## config.mk

```make
export PLATFORM = sky130hd
export DESIGN_NAME = escape_sequence_frame_parser
export DESIGN_NICKNAME = d
export VERILOG_FILES = /design/src/hw/rtl/efp_pkg.sv /design/src/hw/rtl/efp_store.sv /design/src/hw/rtl/escape_sequence_frame_parser.sv
export SDC_FILE = /design/constraint.sdc
export NUM_CORES = 1
export LEC_CHECK = 0
export BUFFER_PORTS_ARGS = -buffer_cell sky130_fd_sc_hd__buf_2
export CAP_MARGIN = 20
export CORE_MARGIN = 2
export CORE_UTILIZATION = 60
export CTS_CLUSTER_SIZE = 16
export DETAILED_ROUTE_END_ITERATION = 6
export GPL_ROUTABILITY_DRIVEN = 1
export PLACE_DENSITY = 0.86
export SYNTH_ARGS = -nofsm -noshare
export SYNTH_HDL_FRONTEND = slang
export SYNTH_SLANG_ARGS = --single-unit
```

## constraint.sdc

```tcl
create_clock -name clk -period 7 [get_ports clk]
set_clock_uncertainty 0.05 [all_clocks]
set_input_delay 0.35 -clock clk [delete_from_list [all_inputs] [get_ports clk]]
set_output_delay 0.35 -clock clk [all_outputs]
set_load 0.005 [all_outputs]
```

## src/hw/rtl/efp_pkg.sv

```systemverilog
// ----------------------------------------------------------------------------
// efp_pkg
// Shared types and constant text for the escape sequence frame parser.
// ----------------------------------------------------------------------------
package efp_pkg;

    localparam int STORE_DEPTH = 16;
    localparam int ADDR_W      = 4;

    // Byte strings, leftmost character in the highest element
    localparam logic [3:0][7:0]  PREFIX_TEXT = "/^m[";
    localparam logic [2:0][7:0]  ID_CUR_TEXT = "CUR";
    localparam logic [2:0][7:0]  ID_BUF_TEXT = "BUF";
    localparam logic [15:0][7:0] MSG_CUR_TEXT = "\nCursor addres: ";
    localparam logic [14:0][7:0] MSG_BUF_TEXT = "\nFrame buffer: ";

    localparam logic [ADDR_W-1:0] MSG_CUR_LAST = 4'd15;
    localparam logic [ADDR_W-1:0] MSG_BUF_LAST = 4'd14;

    localparam logic [7:0] SLASH_CHAR = 8'h2f;

    typedef enum logic [3:0] {
        PH_HUNT = 4'b0001,
        PH_ID   = 4'b0010,
        PH_CUR  = 4'b0100,
        PH_FRM  = 4'b1000
    } phase_t;

    typedef enum logic [3:0] {
        EM_IDLE = 4'b0001,
        EM_MSG  = 4'b0010,
        EM_RD   = 4'b0100,
        EM_WR   = 4'b1000
    } emit_state_t;

    typedef struct packed {
        logic              wr_en;
        logic [ADDR_W-1:0] wr_addr;
        logic [7:0]        wr_data;
        logic              rd_en;
        logic [ADDR_W-1:0] rd_addr;
    } mem_req_t;

    function automatic logic [7:0] prefix_char(input logic [1:0] pos);
        return PREFIX_TEXT[2'(2'd3 - pos)];
    endfunction

    function automatic logic [7:0] id_cur_char(input logic [1:0] pos);
        logic [7:0] c;
        c = 8'h00;
        unique case (pos)
            2'd0:    c = ID_CUR_TEXT[2];
            2'd1:    c = ID_CUR_TEXT[1];
            2'd2:    c = ID_CUR_TEXT[0];
            default: c = 8'h00;
        endcase
        return c;
    endfunction

    function automatic logic [7:0] id_buf_char(input logic [1:0] pos);
        logic [7:0] c;
        c = 8'h00;
        unique case (pos)
            2'd0:    c = ID_BUF_TEXT[2];
            2'd1:    c = ID_BUF_TEXT[1];
            2'd2:    c = ID_BUF_TEXT[0];
            default: c = 8'h00;
        endcase
        return c;
    endfunction

    function automatic logic [7:0] msg_char(input logic is_cur,
                                            input logic [ADDR_W-1:0] idx);
        logic [7:0] c;
        if (is_cur)
        begin
            c = MSG_CUR_TEXT[4'(4'd15 - idx)];
        end
        else if (idx == 4'd15)
        begin
            c = 8'h00;
        end
        else
        begin
            c = MSG_BUF_TEXT[4'(4'd14 - idx)];
        end
        return c;
    endfunction

endpackage

```

## src/hw/rtl/efp_store.sv

```systemverilog
// ----------------------------------------------------------------------------
// efp_store
// Data byte store: one write port, one read port, registered read data.
// ----------------------------------------------------------------------------
module efp_store (
    input  logic              clk,
    input  efp_pkg::mem_req_t req,
    output logic [7:0]        rdata
);
    import efp_pkg::*;

    logic [7:0] mem [STORE_DEPTH];
    logic [7:0] rdata_reg;

    always_ff @(posedge clk)
    begin
        if (req.wr_en)
        begin
            mem[req.wr_addr] <= req.wr_data;
        end
        if (req.rd_en)
        begin
            rdata_reg <= mem[req.rd_addr];
        end
    end

    assign rdata = rdata_reg;

endmodule

```

## src/hw/rtl/escape_sequence_frame_parser.sv

```systemverilog
// ----------------------------------------------------------------------------
// escape_sequence_frame_parser
// Hunts for "/^m[" plus a three-byte id, announces the mode and replays the
// collected data bytes as one run.
// ----------------------------------------------------------------------------
// Bytes that cause no output are taken one per cycle; input is stalled while a
// run is out. Header run (15 or 16 bytes): one byte per cycle while the output is
// not stalled. Data run: each byte is read through the store's registered read
// port, then registered out once the output is free, before the next read.
// Asynchronous active-low reset returns to the hunt with no output pending; the data store is not cleared.
module escape_sequence_frame_parser #(
    parameter int FRAME_BYTES  = 16,
    parameter int CURSOR_BYTES = 2
) (
    input  logic       clk,
    input  logic       rst_n,
    input  logic       in_valid,
    output logic       in_stall,
    input  logic [7:0] in_byte,
    output logic       out_valid,
    input  logic       out_stall,
    output logic [7:0] out_byte,
    output logic       last_of_run
);
    import efp_pkg::*;

    localparam int CUR_LIM = (CURSOR_BYTES < 1) ? 1 :
                             (CURSOR_BYTES > STORE_DEPTH) ? STORE_DEPTH : CURSOR_BYTES;
    localparam int FRM_LIM = (FRAME_BYTES < 1) ? 1 :
                             (FRAME_BYTES > STORE_DEPTH) ? STORE_DEPTH : FRAME_BYTES;
    localparam logic [ADDR_W-1:0] CUR_LAST = ADDR_W'(CUR_LIM - 1);
    localparam logic [ADDR_W-1:0] FRM_LAST = ADDR_W'(FRM_LIM - 1);

    phase_t            phase_reg, phase_next;
    emit_state_t       em_reg, em_next;
    logic [ADDR_W-1:0] pos_reg, pos_next;
    logic              cur_ok_reg, cur_ok_next;
    logic              buf_ok_reg, buf_ok_next;
    logic              mode_cur_reg, mode_cur_next;
    logic [ADDR_W-1:0] idx_reg, idx_next;
    logic [ADDR_W-1:0] end_idx_reg, end_idx_next;
    logic              out_valid_reg, out_valid_next;
    logic [7:0]        out_byte_reg, out_byte_next;
    logic              last_reg, last_next;

    mem_req_t   mreq;
    logic [7:0] mem_rdata;
    logic       in_take;
    logic       out_free;
    logic       cur_hit;
    logic       buf_hit;
    logic [ADDR_W-1:0] data_last;

    efp_store u_store (
        .clk   (clk),
        .req   (mreq),
        .rdata (mem_rdata)
    );

    assign in_stall = (em_reg != EM_IDLE);
    assign in_take  = in_valid && (em_reg == EM_IDLE);
    assign out_free = !out_valid_reg || !out_stall;

    assign cur_hit   = ((pos_reg == '0) || cur_ok_reg) && (in_byte == id_cur_char(pos_reg[1:0]));
    assign buf_hit   = ((pos_reg == '0) || buf_ok_reg) && (in_byte == id_buf_char(pos_reg[1:0]));
    assign data_last = (phase_reg == PH_CUR) ? CUR_LAST : FRM_LAST;

    always_comb
    begin
        phase_next     = phase_reg;
        em_next        = em_reg;
        pos_next       = pos_reg;
        cur_ok_next    = cur_ok_reg;
        buf_ok_next    = buf_ok_reg;
        mode_cur_next  = mode_cur_reg;
        idx_next       = idx_reg;
        end_idx_next   = end_idx_reg;
        out_valid_next = out_valid_reg && out_stall;
        out_byte_next  = out_byte_reg;
        last_next      = last_reg;

        mreq.wr_en   = 1'b0;
        mreq.wr_addr = pos_reg;
        mreq.wr_data = in_byte;
        mreq.rd_en   = 1'b0;
        mreq.rd_addr = idx_reg;

        unique case (em_reg)
            EM_IDLE:
            begin
                if (in_take)
                begin
                    unique case (phase_reg)
                        PH_HUNT:
                        begin
                            if (in_byte == prefix_char(pos_reg[1:0]))
                            begin
                                if (pos_reg[1:0] == 2'd3)
                                begin
                                    phase_next = PH_ID;
                                    pos_next   = '0;
                                end
                                else
                                begin
                                    pos_next = pos_reg + 1'b1;
                                end
                            end
                            else
                            begin
                                // a stray '/' may open a fresh prefix
                                pos_next = (in_byte == SLASH_CHAR) ? ADDR_W'(1) : '0;
                            end
                        end
                        PH_ID:
                        begin
                            cur_ok_next = cur_hit;
                            buf_ok_next = buf_hit;
                            if (pos_reg[1:0] == 2'd2)
                            begin
                                pos_next = '0;
                                idx_next = '0;
                                if (cur_hit)
                                begin
                                    phase_next    = PH_CUR;
                                    mode_cur_next = 1'b1;
                                    end_idx_next  = MSG_CUR_LAST;
                                    em_next       = EM_MSG;
                                end
                                else if (buf_hit)
                                begin
                                    phase_next    = PH_FRM;
                                    mode_cur_next = 1'b0;
                                    end_idx_next  = MSG_BUF_LAST;
                                    em_next       = EM_MSG;
                                end
                                else
                                begin
                                    phase_next = PH_HUNT;
                                end
                            end
                            else
                            begin
                                pos_next = pos_reg + 1'b1;
                            end
                        end
                        PH_CUR, PH_FRM:
                        begin
                            mreq.wr_en = 1'b1;
                            if (pos_reg == data_last)
                            begin
                                phase_next   = PH_HUNT;
                                pos_next     = '0;
                                idx_next     = '0;
                                end_idx_next = data_last;
                                em_next      = EM_RD;
                            end
                            else
                            begin
                                pos_next = pos_reg + 1'b1;
                            end
                        end
                        default:
                        begin
                            phase_next = PH_HUNT;
                        end
                    endcase
                end
            end
            EM_MSG:
            begin
                if (out_free)
                begin
                    out_valid_next = 1'b1;
                    out_byte_next  = msg_char(mode_cur_reg, idx_reg);
                    last_next      = (idx_reg == end_idx_reg);
                    if (idx_reg == end_idx_reg)
                    begin
                        em_next = EM_IDLE;
                    end
                    else
                    begin
                        idx_next = idx_reg + 1'b1;
                    end
                end
            end
            EM_RD:
            begin
                mreq.rd_en = 1'b1;
                em_next    = EM_WR;
            end
            EM_WR:
            begin
                if (out_free)
                begin
                    out_valid_next = 1'b1;
                    out_byte_next  = mem_rdata;
                    last_next      = (idx_reg == end_idx_reg);
                    if (idx_reg == end_idx_reg)
                    begin
                        em_next = EM_IDLE;
                    end
                    else
                    begin
                        idx_next = idx_reg + 1'b1;
                        em_next  = EM_RD;
                    end
                end
            end
            default:
            begin
                em_next = EM_IDLE;
            end
        endcase
    end

    always_ff @(posedge clk or negedge rst_n)
    begin
        if (!rst_n)
        begin
            phase_reg     <= PH_HUNT;
            em_reg        <= EM_IDLE;
            pos_reg       <= '0;
            out_valid_reg <= 1'b0;
        end
        else
        begin
            phase_reg     <= phase_next;
            em_reg        <= em_next;
            pos_reg       <= pos_next;
            out_valid_reg <= out_valid_next;
        end
    end

    always_ff @(posedge clk)
    begin
        cur_ok_reg   <= cur_ok_next;
        buf_ok_reg   <= buf_ok_next;
        mode_cur_reg <= mode_cur_next;
        idx_reg      <= idx_next;
        end_idx_reg  <= end_idx_next;
        out_byte_reg <= out_byte_next;
        last_reg     <= last_next;
    end

    assign out_valid   = out_valid_reg;
    assign out_byte    = out_byte_reg;
    assign last_of_run = last_reg;

endmodule

```

==> metrics.json, run 1 <==
{
  "run_status": {"value": "finished clean"},
  "max_clock_freq": {"value": 0.325, "unit": "GHz"},
  "number_of_nets_in_the_finished_design": {"value": 532},
  "layout.cell_area.non_filler": {"value": 8440, "unit": "sq um"},
  "grt_start_max_net_pins": {"value": 52},
  "first_global_vias": {"value": 4326},
  "fp.coreArea": {"value": 12500, "unit": "sq um"},
  "hold_path.class": {"value": "input pin to flop"},
  "crit_path_end": {"value": "u_store.mem[7][3]"},
  "post_cts.resized_instances": {"value": 0},
  "final-hold-violation-count": {"value": 0},
  "die-width": {"value": 117, "unit": "um"},
  "clock_tree_from_tritoncts": {"value": "built"},
  "dp_worst_setup_slack": {"value": 3660, "unit": "ps"},
  "route.final.wire_length": {"value": 15400, "unit": "um"},
  "floorplan.die_area": {"value": 13600, "unit": "sq um"},
  "worstReg2RegStart": {"value": "em_reg[0]"},
  "num_io_pins": {"value": 23},
  "syn-num-nets": {"value": 506},
  "antenna_left": {"value": 0},
  "flow.area_growth_from_synthesis": {"value": 10.6, "unit": "%"},
  "cell_area_after_synthesis": {"value": 7630, "unit": "sq um"},
  "worst_pin_slew": {"value": 1050, "unit": "ps"},
  "setup.worst_path.class": {"value": "flop to flop"},
  "rows": {"value": 41},
  "async_flop_share": {"value": 7.78, "unit": "%"},
  "layout_min_cycle_time": {"value": 3080, "unit": "ps"},
  "layout.core_utilization": {"value": 67.4, "unit": "%"},
  "drt_pass1_iterations": {"value": 5},
  "ff2ff_path_depth": {"value": 5},
  "vias_per_cell": {"value": 6.37},
  "synthDominantCellAreaShare": {"value": 60.6, "unit": "%"},
  "syn_area_per_cell": {"value": 16.0, "unit": "sq um"},
  "clk_root_buffer_cell": {"value": "sky130_fd_sc_hd__clkbuf_16"},
  "port-buffer-count": {"value": 22},
  "holdBufCountCts": {"value": 1},
  "instance_area_after_placement": {"value": 7870, "unit": "sq um"},
  "largest_register_ffs": {"value": 128},
  "final_layout_size_suffix_gt1_share": {"value": 22.5, "unit": "%"},
  "cts_inserted_buffers": {"value": 17},
  "synth_top_flop_cell": {"value": "sky130_fd_sc_hd__edfxtp_1"},
  "post_synth_num_cell_types": {"value": 64},
  "cts.clk_slew.worst_paths": {"value": 60, "unit": "ps"},
  "gpl.final_weighted_congestion": {"value": 0.898},
  "required": {"value": 6990, "unit": "ps"},
  "setup.reg_to_reg.worst_slack": {"value": 3920, "unit": "ps"},
  "cts_post_setup_buffers_inserted": {"value": 0},
  "groute.usage.overall": {"value": 25.0, "unit": "%"},
  "die_y": {"value": 117, "unit": "um"},
  "power_density": {"value": 249, "unit": "nW/um^2"},
  "worst_slack_on_hold_paths": {"value": 201, "unit": "ps"},
  "post_synthesis_instance_total": {"value": 477},
  "finalCritPeriodShare": {"value": 43.9, "unit": "%"},
  "yosys.area.top_type": {"value": "sky130_fd_sc_hd__edfxtp_1"},
  "crit_path_max_fo": {"value": 8},
  "yosys_warnings": {"value": 0},
  "ir_worst_vdd": {"value": 186, "unit": "uV"},
  "rsz_0062_raised_after_global_routing": {"value": "no"},
  "critPathLaunch": {"value": "em_reg[0]"},
  "worstSetupStartpointType": {"value": "flop"},
  "maxCapViolations": {"value": 0},
  "finalSetupTns": {"value": 0, "unit": "ps"},
  "holdPathStages": {"value": 3},
  "detail_route.drc_violations": {"value": 0},
  "antenna_cell_count": {"value": 0},
  "post-dp-hpwl": {"value": 9740, "unit": "um"},
  "worst_setup_margin": {"value": 3920, "unit": "ps"},
  "grt_antenna_before_repair": {"value": 0},
  "arrival": {"value": 3070, "unit": "ps"},
  "initial_core_util": {"value": 61.0, "unit": "%"},
  "grt_overflow": {"value": 0},
  "synth.area.top_cells": {"value": "sky130_fd_sc_hd__edfxtp_1, sky130_fd_sc_hd__mux4_2, sky130_fd_sc_hd__dfrtp_1"},
  "setup_viol_count_final": {"value": 0},
  "post_drt_wl_per_cell": {"value": 22.4, "unit": "um"},
  "detailroute.via_count": {"value": 4376},
  "final_slew_viol_count": {"value": 0},
  "synth_seq_cells": {"value": 167},
  "slew-limit-headroom": {"value": 30.2, "unit": "%"},
  "detail_route.iter0.violations": {"value": 584},
  "final_total_power": {"value": 2.10, "unit": "mW"},
  "grt_pass1_wl": {"value": 24200, "unit": "um"},
  "synth_enable_flop_cells": {"value": 154},
  "cts_max_level": {"value": 4},
  "clock_sink_count": {"value": 167},
  "share_of_the_yosys_chip_area_belonging_to_registers": {"value": 64.9, "unit": "%"},
  "leakage": {"value": 2.81, "unit": "nW"},
  "dpl.cell_count": {"value": 652},
  "layout.cells.non_filler": {"value": 687},
  "regToRegEndpoint": {"value": "u_store.mem[7][3]"},
  "clock_path_buffers": {"value": 2},
  "timing.critical_path.to_type": {"value": "flop"},
  "clock_latency": {"value": 430, "unit": "ps"}
}
[Yosys cell counts, types with 3 or more instances]
library cell,instances
sky130_fd_sc_hd__a21oi_1,15
sky130_fd_sc_hd__o21ai_0,12
sky130_fd_sc_hd__buf_2,11
sky130_fd_sc_hd__edfxtp_1,154
sky130_fd_sc_hd__a211oi_1,4
sky130_fd_sc_hd__mux2_2,4
sky130_fd_sc_hd__nor4b_1,4
sky130_fd_sc_hd__ha_1,17
sky130_fd_sc_hd__o31ai_1,4
sky130_fd_sc_hd__clkbuf_1,6
sky130_fd_sc_hd__buf_1,3
sky130_fd_sc_hd__nand2_1,23
sky130_fd_sc_hd__dfrtp_1,11
sky130_fd_sc_hd__and3_1,5
sky130_fd_sc_hd__xor2_1,7
sky130_fd_sc_hd__mux2i_1,5
sky130_fd_sc_hd__nor2_1,48
sky130_fd_sc_hd__inv_1,14
sky130_fd_sc_hd__mux4_2,42
sky130_fd_sc_hd__o211ai_1,7
sky130_fd_sc_hd__and2_1,4
sky130_fd_sc_hd__nor3_1,8
sky130_fd_sc_hd__a31oi_1,6
sky130_fd_sc_hd__xnor2_1,9
sky130_fd_sc_hd__nand3_1,5
[cell type report]
| class | instances | area, sq um |
|---|---|---|
| Tap cell | 172 | 215 |
| Multi-Input combinational cell | 274 | 2520 |
| Timing Repair Buffer | 29 | 163 |
| Clock buffer | 18 | 429 |
| Clock inverter | 13 | 106 |
| Fill cell | 856 | 4080 |
| Sequential cell | 167 | 4950 |
| Inverter | 14 | 52.6 |
[cells in the final DEF, fill, tap and decap left out, drive strengths merged, types with 5 or more instances in the layout]
master,count
a21oi,15
a31oi,6
and3,5
buf,26
clkbuf,20
clkinv,7
dfrtp,11
edfxtp,154
ha,17
inv,17
mux2i,5
mux4,42
nand2,23
nand3,5
nor2,49
nor3,8
o211ai,7
o21ai,12
o31ai,5
xnor2,9
xor2,7
[layer usage]
layer | share of wire [%] | wire length (um) | up-vias | GRT usage (%)
met4 | 1.8 | 271 | 0 | 8.39
met1 | 41 | 6260 | 2186 | 34.2
li1 | - | - | 1938 | -
met2 | 50 | 7760 | 228 | 40.4
met3 | 7.1 | 1100 | 24 | 5.77
met5 | 0 | 0 | - | 0
[worst max-delay path: stages (launching register included)]
cell	delay (ps)
sky130_fd_sc_hd__dfstp_2	560
sky130_fd_sc_hd__nor4b_1	600
sky130_fd_sc_hd__nand2_1	210
sky130_fd_sc_hd__nor2_1	420
sky130_fd_sc_hd__nand2_1	200
sky130_fd_sc_hd__nor2_1	650
[worst min path at each step]
stage / from / to / slack (ps)
2_1_floorplan: rst_n / em_reg[1] / 4
6_report: in_valid / em_reg[2] / 200
3_3_place_gp: rst_n / em_reg[3] / 190
3_5_place_dp: rst_n / em_reg[3] / 210
4_1_cts: out_stall / out_valid / 180
5_1_grt: out_stall / out_valid / 210
[report_power, final]
| part | switching, mW | internal [mW] | total [mW] |
|---|---|---|---|
| Clock | 0.370 | 0.484 | 0.854 |
| Sequential | 0.0134 | 1.09 | 1.11 |
| Combinational | 0.0930 | 0.0499 | 0.143 |
[cells by family after synthesis]
logic type / after synthesis / synth area share [%]
XOR/XNOR: 16 / 1.84
adder cells (fa/ha/maj): 18 / 2.92
multiplexers: 51 / 13.6
AND/OR/NAND/NOR: 120 / 8.39
buffers and inverters: 36 / 2.10
flip-flops: 167 / 64.9
AO/OA/AOI/OAI: 69 / 6.23
Note: power is estimated with default switching activity, not from simulation.
==> run 2, diff against run 1 <==
clock period = 3.1 ns   (was 7 ns; I/O delays follow)
==> run 2 against run 1 <==
  * Sequential cell count unchanged
  * Clock-buffer cell count unchanged
  * Setup slack got worse by 3500 ps
  * Fmax increased by 16%
  * Sequential share of layout area decreased by 1.4 points
  * Wire length is 3.1% lower
  * Utilization grew 1.6 points
  * Critical path type unchanged
==> metrics.json, run 2 (synthesis gave the netlist of run 1 again) <==
{
  "clk_root_buffer_cell": {"value": "sky130_fd_sc_hd__clkbuf_16"},
  "timing.critical_path.slowest_cell_delay": {"value": 510, "unit": "ps", "change": "-140 ps"},
  "timing.critical_path.to_type": {"value": "flop"},
  "initial_core_util": {"value": 61.0, "unit": "%", "change": "unchanged"},
  "maxCapViolations": {"value": 0, "change": "unchanged"},
  "final-hold-violation-count": {"value": 0, "change": "unchanged"},
  "vias_per_cell": {"value": 6.18, "change": "-3.0%"},
  "rsz_0062_raised_after_global_routing": {"value": "no"},
  "antenna_left": {"value": 0, "change": "unchanged"},
  "timing.critical_path.cells": {"value": "inv_1 -> ha_1 -> nor3_1 -> o211ai_1 -> nor4_4 -> nor2_2 -> a211oi_1"},
  "holdBufCountCts": {"value": 2, "change": "+1"},
  "clock_sink_count": {"value": 167, "change": "unchanged"},
  "post_cts.resized_instances": {"value": 0, "change": "unchanged"},
  "port-buffer-count": {"value": 22, "change": "unchanged"},
  "route.final.wire_length": {"value": 14900, "unit": "um", "change": "-3.1%"},
  "groute.usage.overall": {"value": 24.1, "unit": "%", "change": "-0.89 points"},
  "slew-limit-headroom": {"value": 55.6, "unit": "%", "change": "+25 points"},
  "cts_max_level": {"value": 4, "change": "unchanged"},
  "grt_start_max_net_pins": {"value": 35, "change": "-33%"},
  "worst_pin_slew": {"value": 660, "unit": "ps", "change": "-387 ps"},
  "clock_tree_from_tritoncts": {"value": "built"},
  "detailroute.via_count": {"value": 4357, "change": "-0.43%"},
  "layout_min_cycle_time": {"value": 2660, "unit": "ps", "change": "-421 ps"},
  "flow.area_growth_from_synthesis": {"value": 13.2, "unit": "%"},
  "dpl.cell_count": {"value": 671, "change": "+2.9%"},
  "layout.cells.most_common_list": {"value": "sky130_fd_sc_hd__edfxtp_1, sky130_fd_sc_hd__nor2_1, sky130_fd_sc_hd__mux4_2"},
  "grt_pass1_wl": {"value": 23600, "unit": "um", "change": "-2.4%"},
  "crit_path_max_fo": {"value": 9, "change": "+1"},
  "timing.critical_path.max_delay_family": {"value": "simple AND/OR/NAND/NOR gates"},
  "grt_overflow": {"value": 0, "change": "unchanged"},
  "worstSetupStartpointType": {"value": "flop"},
  "cts_post_setup_buffers_inserted": {"value": 0, "change": "unchanged"},
  "clock_latency": {"value": 430, "unit": "ps", "change": "about the same"},
  "grt_antenna_before_repair": {"value": 0, "change": "unchanged"},
  "num_io_pins": {"value": 23, "change": "unchanged"},
  "largest_register_ffs": {"value": 128, "change": "unchanged"},
  "antenna_cell_count": {"value": 0, "change": "unchanged"},
  "worst-path-buf-inv": {"value": 1, "change": "+1"},
  "run_status": {"value": "finished clean"},
  "final_layout_size_suffix_gt1_share": {"value": 25.3, "unit": "%", "change": "+2.8 points"},
  "cts_inserted_buffers": {"value": 17, "change": "unchanged"},
  "die_y": {"value": 117, "unit": "um", "change": "unchanged"},
  "drt_pass1_iterations": {"value": 5, "change": "unchanged"},
  "rows": {"value": 41, "change": "unchanged"},
  "detail_route.drc_violations": {"value": 0, "change": "unchanged"},
  "gpl.final_weighted_congestion": {"value": 0.933, "change": "+4.0%"},
  "max_clock_freq": {"value": 0.377, "unit": "GHz", "change": "+16%"},
  "post_drt_wl_per_cell": {"value": 21.1, "unit": "um", "change": "-5.6%"},
  "timing.critical_path.slowest_stage_cell": {"value": "sky130_fd_sc_hd__dfrtp_1"},
  "layout.cells.non_filler": {"value": 705, "change": "+2.6%"},
  "finalSetupTns": {"value": 0, "unit": "ps", "change": "unchanged"},
  "number_of_nets_in_the_finished_design": {"value": 549, "change": "+3.2%"},
  "post-dp-hpwl": {"value": 9860, "unit": "um", "change": "+1.2%"},
  "floorplan.die_area": {"value": 13600, "unit": "sq um", "change": "unchanged"},
  "required": {"value": 3140, "unit": "ps", "change": "-3850 ps"},
  "worst_slack_on_hold_paths": {"value": 32.6, "unit": "ps", "change": "-168 ps"},
  "die-width": {"value": 117, "unit": "um", "change": "unchanged"},
  "setup.worst_path.class": {"value": "flop to flop"},
  "final_slew_viol_count": {"value": 0, "change": "unchanged"},
  "setup_viol_count_final": {"value": 0, "change": "unchanged"},
  "arrival": {"value": 2700, "unit": "ps", "change": "-370 ps"},
  "detail_route.iter0.violations": {"value": 459, "change": "-21%"},
  "cts.clk_slew.worst_paths": {"value": 60, "unit": "ps", "change": "about the same"},
  "final_common_cell": {"value": "sky130_fd_sc_hd__edfxtp_1"},
  "hold_path.class": {"value": "input pin to flop"},
  "layout.core_utilization": {"value": 69.0, "unit": "%", "change": "+1.6 points"},
  "clock_path_buffers": {"value": 2, "change": "unchanged"},
  "finalCritPeriodShare": {"value": 85.7, "unit": "%", "change": "+42 points"},
  "ir_worst_vdd": {"value": 638, "unit": "uV", "change": "+240%"},
  "first_global_vias": {"value": 4322, "change": "-0.092%"},
  "power_density": {"value": 566, "unit": "nW/um^2", "change": "+130%"},
  "fp.coreArea": {"value": 12500, "unit": "sq um", "change": "unchanged"},
  "leakage": {"value": 2.93, "unit": "nW", "change": "+4.4%"}
}
## run 2: cell count changes in the layout (fill, tap and decap cells not counted), moves of 2 or more
| cell | delta |
|---|---|
| sky130_fd_sc_hd__buf_4 | +18 |
| sky130_fd_sc_hd__clkbuf_4 | -2 |
| sky130_fd_sc_hd__clkinv_1 | -2 |
| sky130_fd_sc_hd__clkinv_2 | -2 |
| sky130_fd_sc_hd__inv_6 | +2 |
| sky130_fd_sc_hd__inv_8 | +2 |
## run 2: stage by stage
step	area, sq um	total power, mW	worst slack, ps
global placement	8030	2.82	616
detailed placement	8030	2.84	480
global route	8640	5.03	270
CTS	8640	4.91	465
floorplan	7630	2.75	527
finish	8640	4.89	445
## run 2: report_power, final
group          internal, mW  switching, mW  total (mW)
logic                 0.112          0.189       0.301
registers              2.47         0.0296        2.50
clock network          1.21          0.882        2.09
## run 2: cell type report
type | instances | area, sq um
well taps | 172 | 215
inverters | 14 | 52.6
flip-flops and latches | 167 | 4950
fillers | 848 | 3880
multi-input cells | 274 | 2520
clock buffers | 18 | 429
clock inverters | 14 | 160
repair buffers | 46 | 308
## run 2: worst paths after layout
path | from | endpoint | slack (ps) | cells after the start
worst max-delay path | pos_reg[0] | end_idx_reg[0] | 440 | 7
worst min-delay path | in_valid | em_reg[2] | 30 | 3
worst max register to register | pos_reg[0] | end_idx_reg[0] | 440 | 7
worst min register to register | u_store.rdata[7] | out_byte[7] | 500 | 1
max in group asynchronous | rst_n | em_reg[0] | 2620 | 2
min in group asynchronous | rst_n | phase_reg[3] | 90 | 2
## run 2: per-layer routing
metal / up-vias / routed length, um / track usage, %
met5: - / 0 / 0
met4: 0 / 248 / 8.63
met3: 16 / 824 / 5.30
met2: 179 / 7660 / 39.6
met1: 2189 / 6180 / 32.3
li1: 1973 / - / -
## run 2: worst reg2reg max path, cell delays in order (launching register included)
cell,delay [ps]
sky130_fd_sc_hd__dfrtp_1,510
sky130_fd_sc_hd__inv_1,170
sky130_fd_sc_hd__ha_1,300
sky130_fd_sc_hd__nor3_1,290
sky130_fd_sc_hd__o211ai_1,170
sky130_fd_sc_hd__nor4_4,330
sky130_fd_sc_hd__nor2_2,120
sky130_fd_sc_hd__a211oi_1,380
